<file path="src/rtl/mmpr_pkg.sv">
// ----------------------------------------------------------------------------
// mmpr_pkg
// Shared types and constants for the mono mix phase resampler: field widths,
// register indexes, reset values, controller states and the command and
// status groups between controller and datapath.
// ----------------------------------------------------------------------------
package mmpr_pkg;

  // Field widths
  localparam int NUM_CHAN  = 8;   // channel sample ports on the frame
  localparam int SAMPLE_W  = 24;  // signed Q0.23 sample
  localparam int SUM_W     = SAMPLE_W + 3;  // sum of up to eight samples
  localparam int PCM_W     = 16;
  localparam int PHASE_W   = 21;  // unsigned Q5.16 phase, masked
  localparam int WORK_W    = PHASE_W + 1;  // phase plus one ratio step
  localparam int FRAC_W    = 16;  // fraction bits of the phase
  localparam int CNT_W     = 4;   // channel_count register
  localparam int CFG_IDX_W = 2;
  localparam int CFG_W     = 21;  // widest register

  // Conversion: pcm = |sum| * 32767 / (n * 2^23), quotient below 2^15
  localparam int PCM_SHIFT = 15;  // 32767 = 2^15 - 1
  localparam int FULL_SHIFT = SAMPLE_W - 1;
  localparam int PROD_W    = SUM_W + PCM_SHIFT;
  localparam int DIVD_W    = PROD_W - FULL_SHIFT - 1;  // scaled magnitude
  localparam int QUO_W     = 15;
  localparam int REM_W     = 3;   // remainder below n, n at most eight
  localparam int STEP_W    = 4;

  // Emission limits
  localparam int MAX_RESULTS = 16;
  localparam int EMIT_W      = 5;

  // Default for the top-level parameter
  localparam int MAX_CHANNELS_DEF = 8;

  // Register indexes
  localparam logic [CFG_IDX_W-1:0] CFG_CHANNEL_COUNT = 2'd0;
  localparam logic [CFG_IDX_W-1:0] CFG_RATE_RATIO    = 2'd1;
  localparam logic [CFG_IDX_W-1:0] CFG_MUTE_ENABLE   = 2'd2;

  // Register reset values
  localparam logic [CNT_W-1:0]   CHANNEL_COUNT_RST = 4'd1;
  localparam logic [PHASE_W-1:0] RATE_RATIO_RST    = 21'd131072;
  localparam logic               MUTE_ENABLE_RST   = 1'b1;

  // Controller states
  typedef enum logic [1:0] {
    ST_IDLE,
    ST_MIX,
    ST_DIVIDE,
    ST_EMIT
  } mmpr_state_t;

  // Controller to datapath
  typedef struct packed {
    logic accept;    // latch frame sum and flags, load working phase
    logic mix;       // scale magnitude and load divider
    logic div_step;  // one quotient bit
    logic emit;      // load output register, advance phase
    logic finish;    // commit phase after the emission loop
  } mmpr_cmd_t;

  // Datapath to controller
  typedef struct packed {
    logic drop;      // frame on the input port is to be dropped
    logic div_last;  // current divide step is the final one
    logic emit_ok;   // phase below one and result limit not reached
  } mmpr_status_t;

endpackage

</file>
<file path="src/rtl/mmpr_datapath.sv">
// ----------------------------------------------------------------------------
// mmpr_datapath
// Configuration registers, channel mix, restoring divider by the channel
// count, phase accumulator and output register.
// ----------------------------------------------------------------------------
module mmpr_datapath #(
  parameter int MAX_CHANNELS = mmpr_pkg::MAX_CHANNELS_DEF
) (
  input  logic                                  clk,
  input  logic                                  rst,
  input  logic                                  cfg_write,
  input  logic [mmpr_pkg::CFG_IDX_W-1:0]        cfg_index,
  input  logic [mmpr_pkg::CFG_W-1:0]            cfg_data,
  input  logic signed [mmpr_pkg::SAMPLE_W-1:0]  chans [mmpr_pkg::NUM_CHAN],
  input  logic                                  link_up,
  input  logic                                  assistant_busy,
  input  mmpr_pkg::mmpr_cmd_t                   cmd,
  output mmpr_pkg::mmpr_status_t                status,
  output logic signed [mmpr_pkg::PCM_W-1:0]     pcm_sample,
  output logic                                  last_of_frame
);

  localparam int ChanLimit = (MAX_CHANNELS < mmpr_pkg::NUM_CHAN) ?
                             MAX_CHANNELS : mmpr_pkg::NUM_CHAN;
  localparam logic [mmpr_pkg::WORK_W-1:0] PhaseOne =
    mmpr_pkg::WORK_W'(1) << mmpr_pkg::FRAC_W;

  // Configuration registers
  logic [mmpr_pkg::CNT_W-1:0]   channel_count;
  logic [mmpr_pkg::PHASE_W-1:0] rate_ratio;
  logic                         mute_enable;

  // Frame and divider state
  logic signed [mmpr_pkg::SUM_W-1:0] sum;
  logic                              neg;
  logic                              n_zero;
  logic [mmpr_pkg::REM_W-1:0]        rem;
  logic [mmpr_pkg::QUO_W-1:0]        dsh;
  logic [mmpr_pkg::QUO_W-1:0]        quo;
  logic [mmpr_pkg::STEP_W-1:0]       step;

  // Phase state
  logic [mmpr_pkg::PHASE_W-1:0] resample_phase;
  logic [mmpr_pkg::WORK_W-1:0]  work;
  logic [mmpr_pkg::EMIT_W-1:0]  emit_cnt;

  logic [mmpr_pkg::CNT_W-1:0]        n_active;
  logic signed [mmpr_pkg::SUM_W-1:0] sum_comb;
  logic [mmpr_pkg::SUM_W-1:0]        mag;
  logic [mmpr_pkg::PROD_W-1:0]       prod;
  logic [mmpr_pkg::DIVD_W-1:0]       scaled;
  logic [mmpr_pkg::CNT_W-1:0]        trial;
  logic                              trial_ge;
  logic signed [mmpr_pkg::PCM_W-1:0] pcm_val;
  logic [mmpr_pkg::WORK_W-1:0]       work_next;

  // Configuration writes; indexes past the list are ignored
  always_ff @(posedge clk) begin
    if (rst) begin
      channel_count <= mmpr_pkg::CHANNEL_COUNT_RST;
      rate_ratio    <= mmpr_pkg::RATE_RATIO_RST;
      mute_enable   <= mmpr_pkg::MUTE_ENABLE_RST;
    end else if (cfg_write) begin
      case (cfg_index)
        mmpr_pkg::CFG_CHANNEL_COUNT: channel_count <= cfg_data[mmpr_pkg::CNT_W-1:0];
        mmpr_pkg::CFG_RATE_RATIO:    rate_ratio    <= cfg_data[mmpr_pkg::PHASE_W-1:0];
        mmpr_pkg::CFG_MUTE_ENABLE:   mute_enable   <= cfg_data[0];
        default: ;
      endcase
    end
  end

  // Active channel count, saturated to the port count and parameter
  always_comb begin
    if (channel_count > mmpr_pkg::CNT_W'(ChanLimit)) begin
      n_active = mmpr_pkg::CNT_W'(ChanLimit);
    end else begin
      n_active = channel_count;
    end
  end

  // Masked sum of the active channels
  always_comb begin
    sum_comb = '0;
    for (int c = 0; c < mmpr_pkg::NUM_CHAN; c++) begin
      if (mmpr_pkg::CNT_W'(c) < n_active) begin
        sum_comb = sum_comb + mmpr_pkg::SUM_W'(chans[c]);
      end
    end
  end

  // Magnitude times 32767 by shift and subtract, then drop the Q0.23 scale
  always_comb begin
    mag    = sum[mmpr_pkg::SUM_W-1] ? mmpr_pkg::SUM_W'(-sum) : mmpr_pkg::SUM_W'(sum);
    prod   = (mmpr_pkg::PROD_W'(mag) << mmpr_pkg::PCM_SHIFT) - mmpr_pkg::PROD_W'(mag);
    scaled = prod[mmpr_pkg::PROD_W-2:mmpr_pkg::FULL_SHIFT];
  end

  // Divider trial subtraction
  always_comb begin
    trial    = {rem, dsh[mmpr_pkg::QUO_W-1]};
    trial_ge = (trial >= n_active);
  end

  // Frame latch and divider
  always_ff @(posedge clk) begin
    if (cmd.accept) begin
      sum    <= sum_comb;
      n_zero <= (n_active == '0);
    end
    if (cmd.mix) begin
      neg  <= sum[mmpr_pkg::SUM_W-1];
      rem  <= scaled[mmpr_pkg::DIVD_W-1:mmpr_pkg::QUO_W];
      dsh  <= scaled[mmpr_pkg::QUO_W-1:0];
      quo  <= '0;
      step <= '0;
    end else if (cmd.div_step) begin
      rem  <= trial_ge ? mmpr_pkg::REM_W'(trial - n_active) : mmpr_pkg::REM_W'(trial);
      dsh  <= {dsh[mmpr_pkg::QUO_W-2:0], 1'b0};
      quo  <= {quo[mmpr_pkg::QUO_W-2:0], trial_ge};
      step <= step + 1'b1;
    end
  end

  // Signed result; quotient fits 15 bits so it never passes +-32767
  always_comb begin
    if (n_zero) begin
      pcm_val = '0;
    end else if (neg) begin
      pcm_val = -$signed({1'b0, quo});
    end else begin
      pcm_val = $signed({1'b0, quo});
    end
  end

  assign work_next = work + mmpr_pkg::WORK_W'(rate_ratio);

  // Phase accumulator and emission counter
  always_ff @(posedge clk) begin
    if (rst) begin
      resample_phase <= '0;
    end else if (cmd.finish) begin
      if (work >= PhaseOne) begin
        resample_phase <= mmpr_pkg::PHASE_W'(work - PhaseOne);
      end else begin
        resample_phase <= '0;
      end
    end
  end

  always_ff @(posedge clk) begin
    if (cmd.accept) begin
      work     <= mmpr_pkg::WORK_W'(resample_phase);
      emit_cnt <= '0;
    end else if (cmd.emit) begin
      work     <= work_next;
      emit_cnt <= emit_cnt + 1'b1;
    end
  end

  // Output register
  always_ff @(posedge clk) begin
    if (cmd.emit) begin
      pcm_sample    <= pcm_val;
      last_of_frame <= (work_next >= PhaseOne) ||
                       (emit_cnt == mmpr_pkg::EMIT_W'(mmpr_pkg::MAX_RESULTS - 1));
    end
  end

  // Status to the controller
  always_comb begin
    status.drop     = !link_up || (mute_enable && assistant_busy);
    status.div_last = (step == mmpr_pkg::STEP_W'(mmpr_pkg::QUO_W - 1));
    status.emit_ok  = (work < PhaseOne) &&
                      (emit_cnt < mmpr_pkg::EMIT_W'(mmpr_pkg::MAX_RESULTS));
  end

endmodule

</file>
<file path="src/rtl/mmpr_controller.sv">
// ----------------------------------------------------------------------------
// mmpr_controller
// Frame sequencer: accept, mix, divide, emission loop. Owns the input ready
// and the output valid flag.
// ----------------------------------------------------------------------------
module mmpr_controller (
  input  logic                   clk,
  input  logic                   rst,
  input  logic                   in_valid,
  output logic                   in_ready,
  output logic                   out_valid,
  input  logic                   out_ready,
  input  mmpr_pkg::mmpr_status_t status,
  output mmpr_pkg::mmpr_cmd_t    cmd
);

  mmpr_pkg::mmpr_state_t state, state_next;
  logic                  out_valid_next;
  logic                  out_free;

  assign out_free = !out_valid || out_ready;

  // State register and output valid flag
  always_ff @(posedge clk) begin
    if (rst) begin
      state     <= mmpr_pkg::ST_IDLE;
      out_valid <= 1'b0;
    end else begin
      state     <= state_next;
      out_valid <= out_valid_next;
    end
  end

  // Next state
  always_comb begin
    state_next = state;
    case (state)
      mmpr_pkg::ST_IDLE: begin
        if (in_valid && !status.drop) state_next = mmpr_pkg::ST_MIX;
      end
      mmpr_pkg::ST_MIX: state_next = mmpr_pkg::ST_DIVIDE;
      mmpr_pkg::ST_DIVIDE: begin
        if (status.div_last) state_next = mmpr_pkg::ST_EMIT;
      end
      mmpr_pkg::ST_EMIT: begin
        if (!status.emit_ok) state_next = mmpr_pkg::ST_IDLE;
      end
      default: state_next = mmpr_pkg::ST_IDLE;
    endcase
  end

  // Outputs and datapath commands
  always_comb begin
    cmd            = '0;
    in_ready       = 1'b0;
    out_valid_next = out_valid && !out_ready;
    case (state)
      mmpr_pkg::ST_IDLE: begin
        in_ready   = 1'b1;
        cmd.accept = in_valid && !status.drop;
      end
      mmpr_pkg::ST_MIX:    cmd.mix = 1'b1;
      mmpr_pkg::ST_DIVIDE: cmd.div_step = 1'b1;
      mmpr_pkg::ST_EMIT: begin
        if (!status.emit_ok) begin
          cmd.finish = 1'b1;
        end else if (out_free) begin
          cmd.emit       = 1'b1;
          out_valid_next = 1'b1;
        end
      end
      default: ;
    endcase
  end

endmodule

</file>
<file path="src/rtl/mono_mix_phase_resampler.sv">
// ----------------------------------------------------------------------------
// mono_mix_phase_resampler
// Mixes a capture frame of up to eight Q0.23 channels to 16-bit mono PCM and
// resamples it by nearest neighbor with a Q5.16 phase accumulator.
// ----------------------------------------------------------------------------
// Usage:
//   Configuration: cfg_write with cfg_index 0 (channel_count), 1 (rate_ratio)
//   or 2 (mute_enable) and cfg_data; write only while the block is idle.
//   Input: one frame per in_valid/in_ready transfer. A frame with link_up low,
//   or with assistant_busy high while mute is enabled, is dropped in its
//   transfer cycle and in_ready stays high.
//   Output: zero to sixteen pcm_sample transfers per frame over
//   out_valid/out_ready; last_of_frame marks the final one.
//   Sequence: after a frame transfer come the mix step and a divide of fifteen
//   quotient bits (one quotient bit per cycle, division by the channel count),
//   then the emission loop, which emits the samples one after another, and a
//   final step that commits the phase.
//   Backpressure: the output register holds a sample until it is taken; the
//   emission loop waits on it, and the next frame may be taken while the
//   last sample of the previous one is still held.
//   Reset: rst clears the phase, loads register defaults (one channel,
//   ratio 2.0, mute on) and empties the output register.
// ----------------------------------------------------------------------------
module mono_mix_phase_resampler #(
  parameter int MAX_CHANNELS = mmpr_pkg::MAX_CHANNELS_DEF
) (
  input  logic                                 clk,
  input  logic                                 rst,
  input  logic                                 cfg_write,
  input  logic [mmpr_pkg::CFG_IDX_W-1:0]       cfg_index,
  input  logic [mmpr_pkg::CFG_W-1:0]           cfg_data,
  input  logic                                 in_valid,
  output logic                                 in_ready,
  input  logic signed [mmpr_pkg::SAMPLE_W-1:0] chan0,
  input  logic signed [mmpr_pkg::SAMPLE_W-1:0] chan1,
  input  logic signed [mmpr_pkg::SAMPLE_W-1:0] chan2,
  input  logic signed [mmpr_pkg::SAMPLE_W-1:0] chan3,
  input  logic signed [mmpr_pkg::SAMPLE_W-1:0] chan4,
  input  logic signed [mmpr_pkg::SAMPLE_W-1:0] chan5,
  input  logic signed [mmpr_pkg::SAMPLE_W-1:0] chan6,
  input  logic signed [mmpr_pkg::SAMPLE_W-1:0] chan7,
  input  logic                                 link_up,
  input  logic                                 assistant_busy,
  output logic                                 out_valid,
  input  logic                                 out_ready,
  output logic signed [mmpr_pkg::PCM_W-1:0]    pcm_sample,
  output logic                                 last_of_frame
);

  logic signed [mmpr_pkg::SAMPLE_W-1:0] chans [mmpr_pkg::NUM_CHAN];
  mmpr_pkg::mmpr_cmd_t                  cmd;
  mmpr_pkg::mmpr_status_t               status;

  // Channel ports gathered for the mixer
  assign chans[0] = chan0;
  assign chans[1] = chan1;
  assign chans[2] = chan2;
  assign chans[3] = chan3;
  assign chans[4] = chan4;
  assign chans[5] = chan5;
  assign chans[6] = chan6;
  assign chans[7] = chan7;

  mmpr_controller u_ctrl (
    .clk       (clk),
    .rst       (rst),
    .in_valid  (in_valid),
    .in_ready  (in_ready),
    .out_valid (out_valid),
    .out_ready (out_ready),
    .status    (status),
    .cmd       (cmd)
  );

  mmpr_datapath #(
    .MAX_CHANNELS (MAX_CHANNELS)
  ) u_dp (
    .clk            (clk),
    .rst            (rst),
    .cfg_write      (cfg_write),
    .cfg_index      (cfg_index),
    .cfg_data       (cfg_data),
    .chans          (chans),
    .link_up        (link_up),
    .assistant_busy (assistant_busy),
    .cmd            (cmd),
    .status         (status),
    .pcm_sample     (pcm_sample),
    .last_of_frame  (last_of_frame)
  );

endmodule

</file>
<file path="config.mk">
export PLATFORM = sky130hd
export DESIGN_NAME = mono_mix_phase_resampler
export DESIGN_NICKNAME = d
export VERILOG_FILES = /design/src/rtl/mmpr_pkg.sv /design/src/rtl/mmpr_datapath.sv /design/src/rtl/mmpr_controller.sv /design/src/rtl/mono_mix_phase_resampler.sv
export SDC_FILE = /design/constraint.sdc
export NUM_CORES = 1
export LEC_CHECK = 0
export ABC_AREA = 1
export BUFFER_PORTS_ARGS = -buffer_cell sky130_fd_sc_hd__buf_2
export CORE_MARGIN = 2
export CORE_UTILIZATION = 25
export CTS_CLUSTER_DIAMETER = 120
export DETAILED_ROUTE_END_ITERATION = 6
export PLACE_DENSITY = 0.44
export SKIP_LAST_GASP = 1
export SLEW_MARGIN = 30
export SYNTH_ARGS = -nofsm -noshare
export SYNTH_HDL_FRONTEND = slang
export SYNTH_SLANG_ARGS = --single-unit
export TNS_END_PERCENT = 50
</file>
<file path="constraint.sdc">
create_clock -name clk -period 17.4 [get_ports clk]
set_input_delay 0 -clock clk [delete_from_list [all_inputs] [get_ports clk]]
set_output_delay 0 -clock clk [all_outputs]
set_load 0.1 [all_outputs]
</file>
==> tab_implementation.tex, run 1 <==
\begin{tabular}{lr}
\hline
Metric & Value \\
\hline
\multicolumn{2}{l}{\textbf{Die}} \\
\quad I/O pin count & 241 \\
\quad Die width & 297 um \\
\quad Initial Util & 0.252 \\
\quad Vertical extent of the die & 297 um \\
\quad Placeable core region & 0.0853 sq mm \\
\quad Die Outline Area & 0.0885 sq mm \\
\quad Cell Rows & 107 \\
\multicolumn{2}{l}{\textbf{Clock tree}} \\
\quad Clock transition at path regs & 0.07 ns \\
\quad Count of H-tree levels built during CTS & 4 \\
\quad Post-CTS Setup Inserts & 0 \\
\quad Number of gates given a new drive strength after cts & 0 \\
\quad CTS tree & yes \\
\quad Worst skew pair latency & 0.45 ns \\
\quad Number of sinks on the clock net & 160 \\
\quad Number of buffers on the longest clock path & 2 \\
\quad Cell chosen for the clock root & sky130\_fd\_sc\_hd\_\_clkbuf\_16 \\
\quad Total CTS buffers & 17 \\
\multicolumn{2}{l}{\textbf{Synth}} \\
\quad Area share of the leading cell type in the synthesized netlist & 0.148 \\
\quad Biggest area consumer among synthesized cells & sky130\_fd\_sc\_hd\_\_nand2\_1 \\
\quad Async set-or-reset flop fraction in the synthesized netlist & 0 \\
\quad Cell with the most instances after synthesis & sky130\_fd\_sc\_hd\_\_nand2\_1 \\
\quad Leading cell types by count after synthesis & sky130\_fd\_sc\_hd\_\_nand2\_1, sky130\_fd\_sc\_hd\_\_inv\_1, sky130\_fd\_sc\_hd\_\_nor2\_1, sky130\_fd\_sc\_hd\_\_a21oi\_1, sky130\_fd\_sc\_hd\_\_nand3\_1 \\
\quad Mean instance size in the synthesized netlist & 6.27 sq um \\
\quad Area contributors post-synth & sky130\_fd\_sc\_hd\_\_nand2\_1, sky130\_fd\_sc\_hd\_\_ha\_1, sky130\_fd\_sc\_hd\_\_edfxtp\_1 \\
\quad Gate Count Post-Synth & 3435 \\
\quad Number of flops mapped to enable cells by yosys & 85 \\
\quad Net count of the mapped netlist & 3901 \\
\quad Register bit total from synthesis & 160 \\
\quad Share of the yosys chip area belonging to registers & 0.188 \\
\quad Top FF cell, synth & sky130\_fd\_sc\_hd\_\_edfxtp\_1 \\
\quad Post-Syn Area & 0.0215 sq mm \\
\quad Number of synthesis warnings & 0 \\
\quad Distinct cells, synth & 53 \\
\multicolumn{2}{l}{\textbf{Route}} \\
\quad Initial DRT Pass Iterations & 5 \\
\quad Final antenna-violating net count & 0 \\
\quad Vias & 22.7k \\
\quad Final routed DRC violation total & 0 \\
\quad Routed WL & 79.4 mm \\
\quad Via density & 4.70 \\
\quad Number of DRC markers after the initial detailed-route iteration & 1311 \\
\quad Per-cell routed wire length & 16.5 um \\
\multicolumn{2}{l}{\textbf{Pwr}} \\
\quad Peak VDD IR & 64.9 uV \\
\quad Power density normalized to cell area & 121 mW/mm\^{}2 \\
\quad Power after layout & 3.01 mW \\
\quad Leakage power & 12.2 nW \\
\multicolumn{2}{l}{\textbf{Cells and area}} \\
\quad Post-route insts no fill & 4825 \\
\quad Utilization after layout & 0.292 \\
\quad Total number of nets in the final design & 4132 \\
\quad Final-layout fill cell count & 9650 \\
\quad Final design instance area without fill & 0.0249 sq mm \\
\quad Share of post-route cells with drive strength above 1 & 0.112 \\
\quad Relative area change from synthesis to final layout & 15.7\% \\
\multicolumn{2}{l}{\textbf{Timing}} \\
\quad Max-slew headroom at the worst pin & 0.427 \\
\quad Final clock period utilization by the worst path & 0.793 \\
\quad Final Critical Period & 13.79 ns \\
\quad Setup Skew & 0.0152 ns \\
\quad Tightest Pin Transition & 0.860 ns \\
\quad Final count of negative-setup-slack endpoints & 0 \\
\quad Min Hold Slack & 0.0730 ns \\
\quad Min setup slack post-route & 3.61 ns \\
\quad Achievable Freq & 72.5 MHz \\
\quad Final hold vios & 0 \\
\quad Setup repair after global routing missed its margin & false \\
\quad Number of pins with negative max-slew slack in the final report & 0 \\
\quad Sum of negative setup slack & 0 ns \\
\multicolumn{2}{l}{\textbf{Run status}} \\
\quad Run status & complete, no violations \\
\multicolumn{2}{l}{\textbf{Global route}} \\
\quad Largest net degree at the start of global routing & 66 \\
\quad Via count of the first global-routing pass & 21.8k \\
\quad Total global-route track usage & 0.175 \\
\quad Remaining Overflow, GRT & 0 \\
\quad Number of antenna violations at the first check in global routing & 3 \\
\quad Wire length of the first global-routing pass & 123 mm \\
\multicolumn{2}{l}{\textbf{Setup path}} \\
\quad Worst-path cell with the longest stage delay & sky130\_fd\_sc\_hd\_\_inv\_1 \\
\quad Startpoint class of the critical path & flop \\
\quad Combined buffer and inverter count along the critical path & 7 \\
\quad Category of the critical setup timing path & reg2reg \\
\quad Crit path largest cell delay & 0.58 ns \\
\quad Kind of capture point of the worst setup path & flop \\
\quad Required time of the critical path & 17.60 ns \\
\quad Flop-to-flop setup slack & 3.61 ns \\
\quad Largest delay share family, worst path & simple AND/OR/NAND/NOR gates \\
\quad Cell repeated most along the worst path & sky130\_fd\_sc\_hd\_\_nand2\_1 \\
\quad Data arrival time of the critical path & 14.00 ns \\
\quad Max FO, Critical Path & 33 \\
\multicolumn{2}{l}{\textbf{Worst hold path}} \\
\quad Type of the worst min-delay path & in2reg \\
\multicolumn{2}{l}{\textbf{Placement}} \\
\quad Pre-CTS worst setup slack & 3.71 ns \\
\quad Routability Congestion & 0.932 \\
\quad Count of placed standard cells including taps & 4764 \\
\quad Count of buffers inserted at the top-level ports & 240 \\
\quad Detailed placer's ending HPWL & 67.8 mm \\
\quad Area of placed instances & 0.0240 sq mm \\
\multicolumn{2}{l}{\textbf{Flow run}} \\
\quad Maximum capacitance violations & 0 \\
\hline
\end{tabular}
-- worst reg2reg max path: cells and delay by family, from the launching register on --
| kind | cells | cell delay, ns |
|---|---|---|
| AOI/OAI and AO/OA | 13 | 2.70 |
| buffers and inverters | 7 | 1.07 |
| and+or+nand+nor | 37 | 5.96 |
| xor gates and xnor gates | 5 | 0.74 |
| adders and majority gates | 8 | 2.54 |
| DFF | 1 | 0.50 |
-- flip-flops by register name, indices dropped and copies added (netlist names) --
name / flops
u_dp.n_zero: 1
u_ctrl.out_valid: 1
u_dp.rem: 3
u_dp.work: 22
u_dp.dsh: 15
u_dp.pcm_sample: 16
u_dp.resample_phase: 21
u_dp.step: 4
u_dp.channel_count: 4
u_dp.quo: 15
u_dp.sum: 27
u_dp.last_of_frame: 1
u_dp.neg: 1
u_dp.rate_ratio: 21
u_ctrl.state: 2
u_dp.emit_cnt: 5
u_dp.mute_enable: 1
-- cell usage in the layout, fill, tap and decap left out, types with 13 or more instances in the layout --
| cell type | netlist | layout |
|---|---|---|
| sky130_fd_sc_hd__nand2_1 | 851 | 850 |
| sky130_fd_sc_hd__or2_2 | 44 | 44 |
| sky130_fd_sc_hd__inv_1 | 392 | 392 |
| sky130_fd_sc_hd__o21ai_1 | 31 | 32 |
| sky130_fd_sc_hd__xor2_1 | 75 | 75 |
| sky130_fd_sc_hd__nor3_1 | 63 | 62 |
| sky130_fd_sc_hd__dfxtp_1 | 75 | 74 |
| sky130_fd_sc_hd__clkbuf_16 | 0 | 18 |
| sky130_fd_sc_hd__dlygate4sd3_1 | 0 | 27 |
| sky130_fd_sc_hd__edfxtp_1 | 85 | 85 |
| sky130_fd_sc_hd__buf_4 | 1 | 18 |
| sky130_fd_sc_hd__o21ai_0 | 249 | 247 |
| sky130_fd_sc_hd__a21o_1 | 19 | 19 |
| sky130_fd_sc_hd__nand3_2 | 14 | 14 |
| sky130_fd_sc_hd__buf_2 | 19 | 240 |
| sky130_fd_sc_hd__nand4_1 | 42 | 42 |
| sky130_fd_sc_hd__a21oi_1 | 294 | 293 |
| sky130_fd_sc_hd__nand2_2 | 14 | 15 |
| sky130_fd_sc_hd__and2_1 | 29 | 29 |
| sky130_fd_sc_hd__ha_1 | 236 | 236 |
| sky130_fd_sc_hd__o21bai_1 | 15 | 15 |
| sky130_fd_sc_hd__nor4_1 | 14 | 14 |
| sky130_fd_sc_hd__nand3_1 | 293 | 293 |
| sky130_fd_sc_hd__nor2_1 | 302 | 301 |
| sky130_fd_sc_hd__o21ai_2 | 12 | 13 |
| sky130_fd_sc_hd__a31oi_1 | 30 | 30 |
| sky130_fd_sc_hd__xnor2_1 | 46 | 46 |
| sky130_fd_sc_hd__inv_2 | 14 | 14 |
-- path summary, 6_finish.rpt --
kind,from,to,cells after the start
max,u_dp.channel_count[3],u_dp.sum[25],70
min reg2reg,u_dp.emit_cnt[2],u_dp.emit_cnt[2],2
max reg2reg,u_dp.channel_count[3],u_dp.sum[25],70
min,chan7[1],u_dp.sum[1],4
-- metal layers --
layer  global-route usage  wire (um)  vias to the layer above
met2                0.304      37600                      414
met3               0.0151       2180                       68
met5                    0         26                        -
met1                0.233      37900                    10200
li1                     -          -                    12000
met4               0.0437       1770                        4
-- final cells by class --
cell class / count / area, sq um / share of cell area
Inverter: 410 / 1540 / 0.0618
Clock inverter: 14 / 178 / 0.00713
Clock buffer: 18 / 450 / 0.0181
Antenna cell: 2 / 5.00 / 0.000201
Tap cell: 1144 / 1430 / 0.0575
Timing Repair Buffer: 285 / 1610 / 0.0645
Sequential cell: 160 / 4060 / 0.163
Multi-Input combinational cell: 2792 / 15600 / 0.628
-- logic make-up after synthesis --
family                     share of synthesized area
DFF                                            0.188
xor gates and xnor gates                      0.0492
and+or+nand+nor                                0.348
AOI/OAI and AO/OA                              0.184
adders and majority gates                      0.145
buffers and inverters                         0.0862
-- report_power, final --
| part | total, mW | internal, mW | leakage [nW] | switching [mW] |
|---|---|---|---|---|
| combinational | 2.05 | 0.734 | 10.5 | 1.32 |
| sequential | 0.563 | 0.509 | 1.40 | 0.0535 |
| clock | 0.392 | 0.204 | 0.305 | 0.188 |
| total | 3.01 | 1.45 | 12.2 | 1.56 |
-- timing repair --
action                                  CTS  global route
endpoints found under the setup margin    0             0
endpoints found under the hold margin    31             0
hold buffers                             27             0
(Power assumes the default switching activity.)
==> inputs of run 2 (changes only) <==
- PLACE_DENSITY: 0.44 -> 0.45
- clock period: 17.4 -> 11.8 ns (I/O delays scaled with it)
==> run 2 against run 1 <==
Hold slack worse by 0.035 ns. Critical endpoint unchanged. Cell count grew 0.60%. Highest routed layer unchanged. Critical path depth shrank 2. Maximum frequency is 24% higher. Register-to-register slack got worse by 2.9 ns. First-iteration DRC count shrank 3.7%. Largest power group unchanged. Die area is the same.
==> tab_implementation.tex, run 2 (same netlist as run 1, synthesis figures left out) <==
\begin{tabular}{lr}
\hline
Metric & Value \\
\hline
\multicolumn{2}{l}{\textbf{Setup path}} \\
\quad Kind of capture point of the worst setup path & flop \\
\quad Data arrival time of the critical path & 11.31 ns (-2.69 ns) \\
\quad Required time of the critical path & 12.00 ns (-5.60 ns) \\
\quad Worst-path cell with the longest stage delay & sky130\_fd\_sc\_hd\_\_ha\_2 \\
\quad Cell repeated most along the worst path & sky130\_fd\_sc\_hd\_\_nand2\_1 \\
\quad Category of the critical setup timing path & reg2reg \\
\quad Startpoint class of the critical path & flop \\
\quad Crit path largest cell delay & 0.38 ns (-0.20 ns) \\
\quad Max FO, Critical Path & 14 (-58\%) \\
\multicolumn{2}{l}{\textbf{Clock tree}} \\
\quad Total CTS buffers & 17 (unchanged) \\
\quad Number of buffers on the longest clock path & 2 (unchanged) \\
\quad Cell chosen for the clock root & sky130\_fd\_sc\_hd\_\_clkbuf\_16 \\
\quad Number of sinks on the clock net & 160 (unchanged) \\
\quad CTS tree & yes \\
\quad Count of H-tree levels built during CTS & 4 (unchanged) \\
\quad Worst skew pair latency & 0.45 ns (about the same) \\
\quad Clock transition at path regs & 0.07 ns (about the same) \\
\multicolumn{2}{l}{\textbf{Timing}} \\
\quad Number of pins with negative max-slew slack in the final report & 0 (unchanged) \\
\quad Setup Skew & 0.0232 ns (+0.00796 ns) \\
\quad Final clock period utilization by the worst path & 0.942 (+0.149) \\
\quad Max-slew headroom at the worst pin & 0.409 (-0.0177) \\
\quad Final Critical Period & 11.11 ns (-2.68 ns) \\
\quad Sum of negative setup slack & 0 ns (unchanged) \\
\quad Final count of negative-setup-slack endpoints & 0 (unchanged) \\
\quad Tightest Pin Transition & 0.877 ns (+0.0173 ns) \\
\quad Setup repair after global routing missed its margin & true \\
\quad Min Hold Slack & 0.0381 ns (-0.0349 ns) \\
\quad Final hold vios & 0 (unchanged) \\
\quad Achievable Freq & 90.0 MHz (+24\%) \\
\multicolumn{2}{l}{\textbf{Route}} \\
\quad Number of DRC markers after the initial detailed-route iteration & 1262 (-3.7\%) \\
\quad Routed WL & 81.7 mm (+2.8\%) \\
\quad Initial DRT Pass Iterations & 5 (unchanged) \\
\quad Via density & 4.72 (+0.33\%) \\
\quad Vias & 22.9k (+0.93\%) \\
\quad Per-cell routed wire length & 16.8 um (+2.2\%) \\
\quad Final routed DRC violation total & 0 (unchanged) \\
\quad Final antenna-violating net count & 0 (unchanged) \\
\multicolumn{2}{l}{\textbf{Placement}} \\
\quad Count of buffers inserted at the top-level ports & 240 (unchanged) \\
\quad Count of placed standard cells including taps & 4784 (+0.42\%) \\
\quad Area of placed instances & 0.0242 sq mm (+0.68\%) \\
\quad Detailed placer's ending HPWL & 68.7 mm (+1.3\%) \\
\quad Routability Congestion & 0.934 (+0.16\%) \\
\multicolumn{2}{l}{\textbf{Pwr}} \\
\quad Proportion of power drawn by combinational gates & 0.698 (+0.015) \\
\quad Leakage power & 12.4 nW (+1.8\%) \\
\quad Switch Pwr & 2.37 mW (+52\%) \\
\quad Portion of total power attributed to sequential cells & 0.180 (-0.007) \\
\quad Peak VDD IR & 94.4 uV (+45\%) \\
\quad Power after layout & 4.59 mW (+52\%) \\
\quad Switching part of the total & 0.518 (-0.00125) \\
\quad Internal power & 2.21 mW (+53\%) \\
\quad Part of the power in the clock network & 0.122 (-0.008) \\
\quad Power density normalized to cell area & 179 mW/mm\^{}2 (+48\%) \\
\multicolumn{2}{l}{\textbf{Flow run}} \\
\quad Maximum capacitance violations & 0 (unchanged) \\
\multicolumn{2}{l}{\textbf{Cells and area}} \\
\quad Top library cells by usage in the layout, fill and taps aside & sky130\_fd\_sc\_hd\_\_nand2\_1, sky130\_fd\_sc\_hd\_\_inv\_1, sky130\_fd\_sc\_hd\_\_nor2\_1 \\
\quad Number of flip-flops in the largest register & 27 (unchanged) \\
\quad Final design instance area without fill & 0.0257 sq mm (+3.1\%) \\
\quad Relative area change from synthesis to final layout & 19.3\% \\
\quad Total number of nets in the final design & 4162 (+0.73\%) \\
\quad Commonest non-fill, non-tap cell in the layout & sky130\_fd\_sc\_hd\_\_nand2\_1 \\
\quad Largest register by flop count & u\_dp.sum \\
\quad Share of post-route cells with drive strength above 1 & 0.144 (+0.0325) \\
\quad Largest registers in the final layout & u\_dp.sum: 27 flops, u\_dp.work: 22 flops \\
\quad Post-route insts no fill & 4854 (+0.60\%) \\
\multicolumn{2}{l}{\textbf{Global route}} \\
\quad Total global-route track usage & 0.177 (+0.00137) \\
\quad Via count of the first global-routing pass & 22.1k (+1.1\%) \\
\quad Wire length of the first global-routing pass & 123 mm (+0.20\%) \\
\quad Remaining Overflow, GRT & 0 (unchanged) \\
\quad Largest net degree at the start of global routing & 66 (unchanged) \\
\quad Number of antenna violations at the first check in global routing & 5 (+2) \\
\multicolumn{2}{l}{\textbf{Run status}} \\
\quad Run status & complete, no violations \\
\multicolumn{2}{l}{\textbf{Die}} \\
\quad Vertical extent of the die & 297 um (unchanged) \\
\quad Die width & 297 um (unchanged) \\
\quad Placeable core region & 0.0853 sq mm (unchanged) \\
\quad Cell Rows & 107 (unchanged) \\
\quad Die Outline Area & 0.0885 sq mm (unchanged) \\
\quad I/O pin count & 241 (unchanged) \\
\quad Initial Util & 0.252 (unchanged) \\
\multicolumn{2}{l}{\textbf{Worst hold path}} \\
\quad Type of the worst min-delay path & in2reg \\
\hline
\end{tabular}
[run 2: layout make-up]
class	instances	area [sq um]
Fill cell	9571	59600
Multi-Input combinational cell	2792	16200
Sequential cell	160	4060
Timing Repair Buffer	315	1870
Inverter	410	1540
Tap cell	1144	1430
Clock buffer	18	439
Clock inverter	14	163
Antenna cell	1	2.50
[run 2: worst paths after layout]
check                        startpoint                to  slack, ns  depth (start not counted)
setup / recovery  u_dp.channel_count[0]      u_dp.sum[25]       0.69                         68
hold / removal                 chan7[1]       u_dp.sum[1]       0.04                          4
setup reg to reg  u_dp.channel_count[0]      u_dp.sum[25]       0.69                         68
hold reg to reg        u_dp.emit_cnt[2]  u_dp.emit_cnt[2]       0.46                          2
[run 2: metrics by stage]
| stage | util | setup slack (ns) |
|---|---|---|
| after floorplan | - | 1.36 |
| after global placement | 0.283 | -0.360 |
| after detailed placement | 0.283 | -0.193 |
| after CTS | 0.294 | 0.0534 |
| after global routing | 0.301 | -0.185 |
| final | 0.301 | 0.686 |
[run 2: routing by layer]
metal  part of all wire  vias up  global-route usage
li1                   -    12100                   -
met1               0.46    10300               0.229
met2               0.47      390               0.305
met3              0.029       91              0.0177
met4              0.031        6              0.0601
met5            0.00049        -                   0
[run 2: power groups by stage]
stage	registers, mW	clock network, mW	logic, mW
3_5_place_dp	0.837	0	3.04
4_1_cts	0.826	0.583	3.06
6_report	0.825	0.559	3.20
3_3_place_gp	0.837	0	3.06
2_1_floorplan	0.813	0	2.26
5_1_grt	0.842	0.604	3.63
[run 2: critical path: cells and delay by family, from the launching register on]
kind | cells | cell delay [ns]
xor+xnor | 4 | 0.54
buf+inv | 6 | 0.49
compound gates | 12 | 1.94
flops | 1 | 0.34
simple gates | 39 | 5.07
fa+ha+maj | 7 | 2.47
[run 2: timing repair]
action	CTS	global route
pin swaps	0	11
hold endpoints to repair	30	0
buffers inserted	0	9
gates cloned	0	1
endpoints found under the setup margin	4	10
resized for setup	6	130
hold buffers	27	0
